$ cat src/sv/sdtw_pkg.sv
// Shared types and constants of the length-normalized subsequence DTW block.
package sdtw_pkg;
   localparam int MaxRows = 1024;
   localparam int MaxCols = 1024;
   localparam int DistW = 16;
   localparam int CostW = 27;
   localparam int LenW = 11;
   localparam int DimW = 11;
   localparam int ScoreW = 16;
   localparam int CsrIdxW = 1;
   localparam logic [CsrIdxW-1:0] CsrNumRows = 1'b0;
   localparam logic [CsrIdxW-1:0] CsrNumCols = 1'b1;

   typedef struct packed {
      logic [CostW-1:0] cost;
      logic [LenW-1:0] len;
      logic [DimW-1:0] start;
   } cell_type;

   typedef enum logic [4:0] {
      ST_IDLE = 5'b00001,
      ST_READ = 5'b00010,
      ST_MULT = 5'b00100,
      ST_PICK = 5'b01000,
      ST_DIV  = 5'b10000
   } state_type;
endpackage

$ cat src/sv/sdtw_divider.sv
// Iterative restoring divider for the final score, one quotient bit per cycle.
module sdtw_divider (
   input  logic clock,
   input  logic reset,
   input  logic start,
   input  logic [sdtw_pkg::CostW-1:0] dividend,
   input  logic [sdtw_pkg::LenW-1:0] divisor,
   output logic busy,
   output logic [sdtw_pkg::ScoreW-1:0] quotient
);
   import sdtw_pkg::*;
   localparam int CntW = $clog2(CostW + 1);
   logic [CostW-1:0] quo_ff, quo_in;
   logic [LenW:0] rem_ff, rem_in;
   logic [LenW-1:0] dvs_ff, dvs_in;
   logic [CntW-1:0] cnt_ff, cnt_in;
   logic busy_ff, busy_in;
   logic [LenW:0] trial;

   always_comb begin
      quo_in = quo_ff;
      rem_in = rem_ff;
      dvs_in = dvs_ff;
      cnt_in = cnt_ff;
      busy_in = busy_ff;
      trial = {rem_ff[LenW-1:0], quo_ff[CostW-1]};
      if (start) begin
         quo_in = dividend;
         rem_in = '0;
         dvs_in = (divisor == '0) ? LenW'(1) : divisor;
         cnt_in = CntW'(CostW);
         busy_in = 1'b1;
      end else if (busy_ff) begin
         if (trial >= {1'b0, dvs_ff}) begin
            rem_in = trial - {1'b0, dvs_ff};
            quo_in = {quo_ff[CostW-2:0], 1'b1};
         end else begin
            rem_in = trial;
            quo_in = {quo_ff[CostW-2:0], 1'b0};
         end
         cnt_in = cnt_ff - CntW'(1);
         if (cnt_ff == CntW'(1)) busy_in = 1'b0;
      end
   end

   always_ff @(posedge clock) begin
      quo_ff <= quo_in;
      rem_ff <= rem_in;
      dvs_ff <= dvs_in;
      cnt_ff <= cnt_in;
      if (reset) busy_ff <= 1'b0;
      else busy_ff <= busy_in;
   end

   assign busy = busy_ff;
   assign quotient = quo_ff[ScoreW-1:0];
endmodule

$ cat config.mk
export PLATFORM = sky130hd
export DESIGN_NAME = sdtw_divider
export DESIGN_NICKNAME = d
export VERILOG_FILES = /design/src/sv/sdtw_pkg.sv /design/src/sv/sdtw_divider.sv
export SDC_FILE = /design/constraint.sdc
export NUM_CORES = 1
export LEC_CHECK = 0
export ABC_AREA = 1
export BUFFER_PORTS_ARGS = -buffer_cell sky130_fd_sc_hd__buf_2
export CAP_MARGIN = 20
export CORE_MARGIN = 2
export CORE_UTILIZATION = 55
export CTS_CLUSTER_SIZE = 25
export DETAILED_ROUTE_END_ITERATION = 10
export PLACE_DENSITY = 0.79
export SYNTH_ARGS = -nofsm -noshare
export SYNTH_HDL_FRONTEND = slang
export SYNTH_SLANG_ARGS = --single-unit
$ cat constraint.sdc
create_clock -name clock -period 2.7 [get_ports clock]
set_input_delay 0.54 -clock clock [delete_from_list [all_inputs] [get_ports clock]]
set_output_delay 0.54 -clock clock [all_outputs]
set_load 0.05 [all_outputs]
; ---- Word level (Yosys, flattened, before mapping)
; Index checks and enable logic that the tools add are counted.
; W data, S select, Z words.
[op_classes]
n_addsub = 2
n_lt_le_gt_ge = 1
n_eq_ne = 1
n_mux = 7
reduce_logical = 2
[op_table]
columns = op, count
row1 = $mux W27, 2
row2 = $ge A12 B11 Y1, 1
row3 = $logic_not A11 Y1, 1
row4 = $mux W11, 1
row5 = $sub A11 B11 Y11, 1
row6 = $eq A5 B1 Y1 const B, 1
row7 = $sub A5 B1 Y5 const B, 1
row8 = $mux W1, 4
row9 = $reduce_bool A2 Y1, 1
[totals]
ff_bits = 55
inputBits = 41
output_inout_bits = 17
word_cells = 18

; ---- Longest topological paths before layout
; Gate-level depths: netlist of the first run.
[depth]
depth_word = 4
depth_mapped = 12
depth_no_buf = 12

; ---- Least setup slack after synthesis of the first run
; OpenSTA, ideal clock, no wires.
[synth_path]
path_kind = register to register
from = register busy_ff, in the netlist busy
to = register quo_ff[0] (enable)
setup_time_ns = 0.382
t_arrival_ns = 1.629
required_ns = 2.318
setup_slack_ns = 0.690
path_stages_with_launch = 4
n_path_buf = 1
period_less_slack_ns = 2.010
cell_sequence = dfxtp_1 -> nor2_1 -> clkbuf_1 -> inv_1
[synth_between]
elab_chain_len = 1
[synth_rtl]
columns = item, line_no
row1 = start: declaration, sdtw_divider.sv:17  ; logic busy_ff, busy_in;
row2 = start signal: assignment, sdtw_divider.sv:52  ; else busy_ff <= busy_in;
row3 = $reduce_bool A2 Y1 (no line), -
row4 = end signal: assignment, sdtw_divider.sv:47  ; quo_ff <= quo_in;
row5 = end: declaration, sdtw_divider.sv:13  ; logic [CostW-1:0] quo_ff, quo_in;
; No other way between the ends.
; A chain may end at the register's enable or synchronous reset.

; ---- Worst setup path after layout of the first run
[layout_path]
from = register quo_ff[26]
to = register quo_ff[0] (data pin)
[layout_between]
elab_chain_len = 4
[layout_rtl]
columns = item, line_no
row1 = $ge A12 B11 Y1, sdtw_divider.sv:34  ; if (trial >= {1'b0, dvs_ff}) begin
row2 = $mux W1, sdtw_divider.sv:34
row3 = $mux W27, sdtw_divider.sv:33  ; end else if (busy_ff) begin
row4 = $mux W27, sdtw_divider.sv:27  ; if (start) begin
row5 = named net quo_in[0], sdtw_divider.sv:13
; The timed path passes the listed nets, and every way through them passes these cells. The select of a mux whose other input is x is not followed.

==> results of run 1 <==
## path summary, 6_finish.rpt
kind | depth (start not counted) | startpoint | end
setup / recovery | 10 | quo_ff[26] | quo_ff[0]
hold reg to reg | 2 | rem_ff[10] | rem_ff[10]
setup reg to reg | 10 | quo_ff[26] | quo_ff[0]
hold / removal | 1 | divisor[3] | dvs_ff[3]
## registers in the layout (all words and copies together), names as in the netlist
name and count:
cnt_ff 5, busy 1, quo_ff 27, dvs_ff 11, rem_ff 11
## through the flow
stage          hold WS [ns]  instance area (um2)  power [uW]  worst slack (ns)
5_1_grt               0.406                 3490        1880             0.420
3_3_place_gp          0.440                 3410        1350             0.686
6_report              0.417                 3490        1800             0.528
4_1_cts               0.410                 3490        1810             0.564
2_1_floorplan         0.428                 3250        1300             0.690
3_5_place_dp          0.462                 3410        1360             0.615
## layout make-up
cell class,instances,area [um2],share of cell area
clock buffer,6,72.6,0.0208
clock inverter,2,12.5,0.00358
inverter,53,199,0.0569
multi-input combinational,261,1330,0.380
sequential,55,1480,0.424
tap,75,93.8,0.0269
timing repair buffer,60,308,0.0881
## kinds of logic (layout without fill, tap and decap cells)
kind of cell,count (synthesis),after routing,share of synthesized area
AOI/OAI and AO/OA,12,12,0.0215
xor gates and xnor gates,3,3,0.00808
adders and majority gates,14,14,0.0561
buffers and inverters,92,121,0.137
DFF,55,55,0.455
and+or+nand+nor,232,232,0.322
## layer usage
metal | up-vias | wire length, um
li1 | 1331 | -
met1 | 1174 | 2830
met2 | 77 | 3120
met3 | 9 | 319
met4 | 0 | 106
met5 | - | 0
## report_power, final
group | total (uW) | switching (uW) | internal, uW
sequential | 1000 | 27.5 | 974
combinational | 342 | 241 | 101
clock | 453 | 269 | 184
total | 1800 | 537 | 1260
## cells in the mapped netlist, drive strengths merged
library cell	count	area, um2
a21oi	6	33.8
a22oi	1	7.51
a31o	1	8.76
and2	1	8.76
buf	22	173
clkbuf	17	73.8
dfxtp	17	340
edfxtp	38	1140
fa	1	20.0
ha	13	163
inv	53	199
nand2	161	632
nand3	33	195
nand4	15	109
nor2	18	80.1
nor3	1	5.00
nor4	2	12.5
o21ai	4	20.0
or2	1	6.26
xnor2	2	17.5
xor2	1	8.76
## critical path, stage by stage (launching register included)
cell and delay, ns:
edfxtp_1 0.39, inv_1 0.09, ha_1 0.18, fa_1 0.22, inv_1 0.06, nand3_1 0.07
nand3_2 0.12, nand2_2 0.27, nand4_4 0.30, nand2_1 0.14, nand2_1 0.08
==> flow_summary.json, run 1 <==
{
  "status": "finished clean",
  "netlist-cell-type-count": 33,
  "drtAntennaViolNets": 0,
  "synth_seq_cells": 55,
  "wl_per_cell_um": 12.5,
  "min_period_ns": 2.17,
  "cts_tree": "done",
  "slew_headroom": 0.371,
  "cts.clk_slew.worst_paths_ns": 0.10,
  "core-area_mm2": 0.00582,
  "avgSynthCellArea_um2": 7.98,
  "p_leak_uw": 0.00181,
  "min_path_type": "input port to flip-flop",
  "finalCritPeriodShare": 0.804,
  "cts_buffers": 5,
  "yosys_warnings": 0,
  "setup_viol": 0,
  "die_w_um": 80.9,
  "met1_usage": 0.273,
  "grt_pass1_vias": 2402,
  "cts_root_buffer": "clkbuf_8",
  "gp_congestion": 0.968,
  "via_per_inst": 5.06,
  "grt_pass1_wl_mm": 10.5,
  "worst_ep_required_time_ns": 2.77,
  "grt_usage": 0.206,
  "slew_violations": 0,
  "grt.met2_usage": 0.341,
  "ys_seq_area_frac": 0.455,
  "placement_rows": 28,
  "hold_violations": 0,
  "grt_max_degree": 30,
  "pin_count": 58,
  "antenna_found_initial": 0,
  "htree_levels": 2,
  "worst_pin_slew_ns": 0.941,
  "final_util": 0.601,
  "layout_commonest_cell": "nand2_1",
  "fp.dieH_um": 80.9,
  "synth_fp_nets": 463,
  "syn_to_final_growth_pct": 7.38,
  "rsz0062_at_grt": "false",
  "syn_area_mm2": 0.00325,
  "grt.busiest_layer": "met2",
  "drive_above_1_share": 0.211,
  "cts.path.max_buffers": 2,
  "n_antenna_cell": 0,
  "dieArea_mm2": 0.00655,
  "initial_core_util": 0.560,
  "vdd_drop_max_v": 0.000467,
  "drc": 0,
  "clk_latency_ns": 0.31,
  "fin_nets": 491,
  "final_cell_mix": "nand2_1 (150), buf_2 (57), inv_1 (51), edfxtp_1 (38), nand3_1 (27)",
  "syn-instance-count": 408,
  "skew_ns": 0.00284,
  "tns_ns": 0,
  "crit_path_max_fanout": 12,
  "dr.first_iter.drc_count": 226,
  "path_class": "flip-flop to flip-flop",
  "dp_cells": 504,
  "hpwl_mm": 4.60,
  "max_freq_mhz": 460,
  "n_fill_cell": 530,
  "drv_cap": 0,
  "io_buffers": 57,
  "grt-ovfl-total": 0,
  "postCtsHoldBufs": 0,
  "vias": 2591,
  "cts_sinks": 55,
  "start_kind": "flip-flop",
  "cts_setup_buffers": 0,
  "drt_wl_total_mm": 6.38,
  "end_kind": "flip-flop",
  "use_met3": 0.0322,
  "stdcell_count": 512,
  "dr.pass1.iters": 4,
  "p_per_area_mw_per_mm2": 514,
  "cts_resized": 0,
  "arrival_ns": 2.24,
  "rrSetupSlack_ns": 0.53
}
Note: power is estimated with default switching activity, not from simulation.
==> inputs of run 2 (changes only) <==
ABC_AREA = 0   (was 1)
clock period = 2.1 ns   (was 2.7 ns; I/O delays follow)
==> flow_summary.json, run 2 <==
{
  "drc": 0,
  "synth_commonest_cells": "edfxtp_1 (38), mux2_2 (27), nor2_1 (18), dfxtp_1 (17)",
  "whs_ns": 0.247,
  "violations": "negative setup slack",
  "yosysMostFrequentCell": "edfxtp_1",
  "netlist-cell-type-count": 49,
  "syn-instance-count": 266,
  "cts_root_buffer": "clkbuf_8",
  "cts_tree": "done",
  "die_w_um": 78.2,
  "vdd_drop_max_v": 0.000476,
  "grt_pass1_wl_mm": 9.89,
  "ys_seq_area_frac": 0.489,
  "min_path_type": "input port to flip-flop",
  "arrival_ns": 2.56,
  "wl_per_cell_um": 15.4,
  "crit_path_max_fanout": 7,
  "hold_depth": 2,
  "p_leak_uw": 0.00156,
  "dr.first_iter.drc_count": 101,
  "yosys_warnings": 0,
  "antenna_found_initial": 0,
  "via_per_inst": 5.37,
  "min_period_ns": 2.36,
  "worst_ep_required_time_ns": 2.30,
  "dr.pass1.iters": 4,
  "synth_seq_cells": 55,
  "n_antenna_cell": 0,
  "yosysTopAreaCellShare": 0.377,
  "grt_max_degree": 28,
  "rr_worst_depth": 10,
  "slew_violations": 0,
  "multi_input_area_mm2": 0.00138,
  "cts.path.max_buffers": 2,
  "gp_congestion": 0.810,
  "drive_above_1_share": 0.473,
  "dieArea_mm2": 0.00612,
  "io_buffers": 57,
  "core-area_mm2": 0.00541,
  "clk_latency_ns": 0.31,
  "status": "finished, violations left",
  "min_from": "reset",
  "synth_area_leaders": "edfxtp_1 (38%), dfxtp_1 (11%), mux2_2 (10%)",
  "r2r-end": "rem_ff[7]",
  "fin_nets": 390,
  "n_fill_cell": 400,
  "p_per_area_mw_per_mm2": 772,
  "end_kind": "flip-flop",
  "reg_top3": "quo_ff: 27 flops, dvs_ff: 11 flops, rem_ff: 11 flops",
  "rrSetupSlack_ns": -0.26,
  "hold_end": "busy",
  "stdcell_count": 408,
  "grt-ovfl-total": 0,
  "cts_buffers": 5,
  "drv_cap": 0,
  "postCtsHoldBufs": 0,
  "largest_register": "quo_ff",
  "drt_wl_total_mm": 6.27,
  "drtAntennaViolNets": 0,
  "initial_core_util": 0.561,
  "hold_violations": 0,
  "max_freq_mhz": 424,
  "hpwl_mm": 4.26,
  "dp_cells": 392,
  "synth_edf_count": 38,
  "design_area_mm2": 0.00373,
  "skew_ns": 0.00438,
  "placement_rows": 27,
  "htree_levels": 2,
  "grt_usage": 0.210,
  "cts.clk_slew.worst_paths_ns": 0.10,
  "grt_pass1_vias": 2107,
  "largest_reg_flops": 27,
  "synth_area_leader_cell": "edfxtp_1",
  "layout_commonest_cell": "buf_2",
  "r2r_start": "dvs_ff[0]",
  "pin_count": 58,
  "cts_sinks": 55,
  "final_cell_mix": "buf_2 (57), edfxtp_1 (38), buf_4 (35), mux2_2 (27), nor2_1 (18)",
  "vias": 2192,
  "path_class": "flip-flop to flip-flop",
  "avgSynthCellArea_um2": 11.4,
  "placed_area_mm2": 0.00348,
  "fp.dieH_um": 78.2,
  "async_reset_ff_frac": 0,
  "start_kind": "flip-flop",
  "syn_area_mm2": 0.00303,
  "seq_area_mm2": 0.00148,
  "syn_to_final_growth_pct": 23.0,
  "slew_headroom": 0.718,
  "synth_flop_cell": "edfxtp_1",
  "final.setup.worst_slack_ns": -0.259,
  "setup_viol": 11,
  "rsz0062_at_grt": "true",
  "worst_pin_slew_ns": 0.419,
  "place_ws_ns": -0.252,
  "synth_fp_nets": 321,
  "finalCritPeriodShare": 1.12
}
==> run 2: worst max path at each step <==
stage	slack (ns)	start	end
finish	-0.26	dvs_ff[0]	rem_ff[7]
global route	-0.36	dvs_ff[0]	rem_ff[7]
CTS	-0.12	quo_ff[26]	rem_ff[0]
detailed placement	-0.25	quo_ff[26]	rem_ff[4]
global placement	-0.18	quo_ff[26]	rem_ff[4]
floorplan	-0.04	quo_ff[26]	quo_ff[0]
==> run 2: kinds of logic after synthesis <==
kind of cell / synth area share
DFF: 0.489
adders and majority gates: 0.0603
buffers and inverters: 0.0888
AOI/OAI and AO/OA: 0.0929
and+or+nand+nor: 0.115
xor gates and xnor gates: 0.0260
muxes: 0.128
==> run 2: where the power goes <==
part / internal (uW) / switching (uW) / total (uW)
sequential: 1280 / 54.6 / 1330
combinational: 442 / 498 / 940
clock: 241 / 367 / 607
==> run 2: area by class of cell <==
cell class | instances | area share
Multi-Input combinational cell | 158 | 0.369
Inverter | 17 | 0.0175
Sequential cell | 55 | 0.398
Tap cell | 72 | 0.0242
Clock buffer | 6 | 0.0195
Clock inverter | 2 | 0.00470
Timing Repair Buffer | 98 | 0.168
==> run 2: repair_timing <==
action / 4_1_cts / 5_1_grt
setup buffers: 5 / 3
setup endpoints to repair: 12 / 12
gates resized for setup: 12 / 7
pin swaps: 10 / 6
==> run 2: worst max-delay path, stage by stage (launching register included) <==
cell      delay (ns)
edfxtp_1        0.45
ha_4            0.20
fa_2            0.34
nor2b_2         0.15
o31a_1          0.19
o21ai_2         0.09
o21ai_4         0.26
buf_4           0.18
buf_6           0.09
mux2i_2         0.20
a211oi_2        0.09
==> run 2: metal layers <==
metal,vias up,share of wire,global-route usage
li1,1074,-,-
met1,1036,0.41,0.262
met2,64,0.51,0.355
met3,18,0.052,0.0460
met4,0,0.025,0.0860
met5,-,0,0
==> run 2: per-stage QoR <==
stage	total power, uW	TNS [ns]	utilization
6_report	2880	-2.09	0.689
5_1_grt	3000	-3.24	0.689
4_1_cts	2840	-0.827	0.680
3_5_place_dp	2180	-2.18	0.644
3_3_place_gp	2150	-1.68	0.644
2_1_floorplan	1950	-0.0413	-
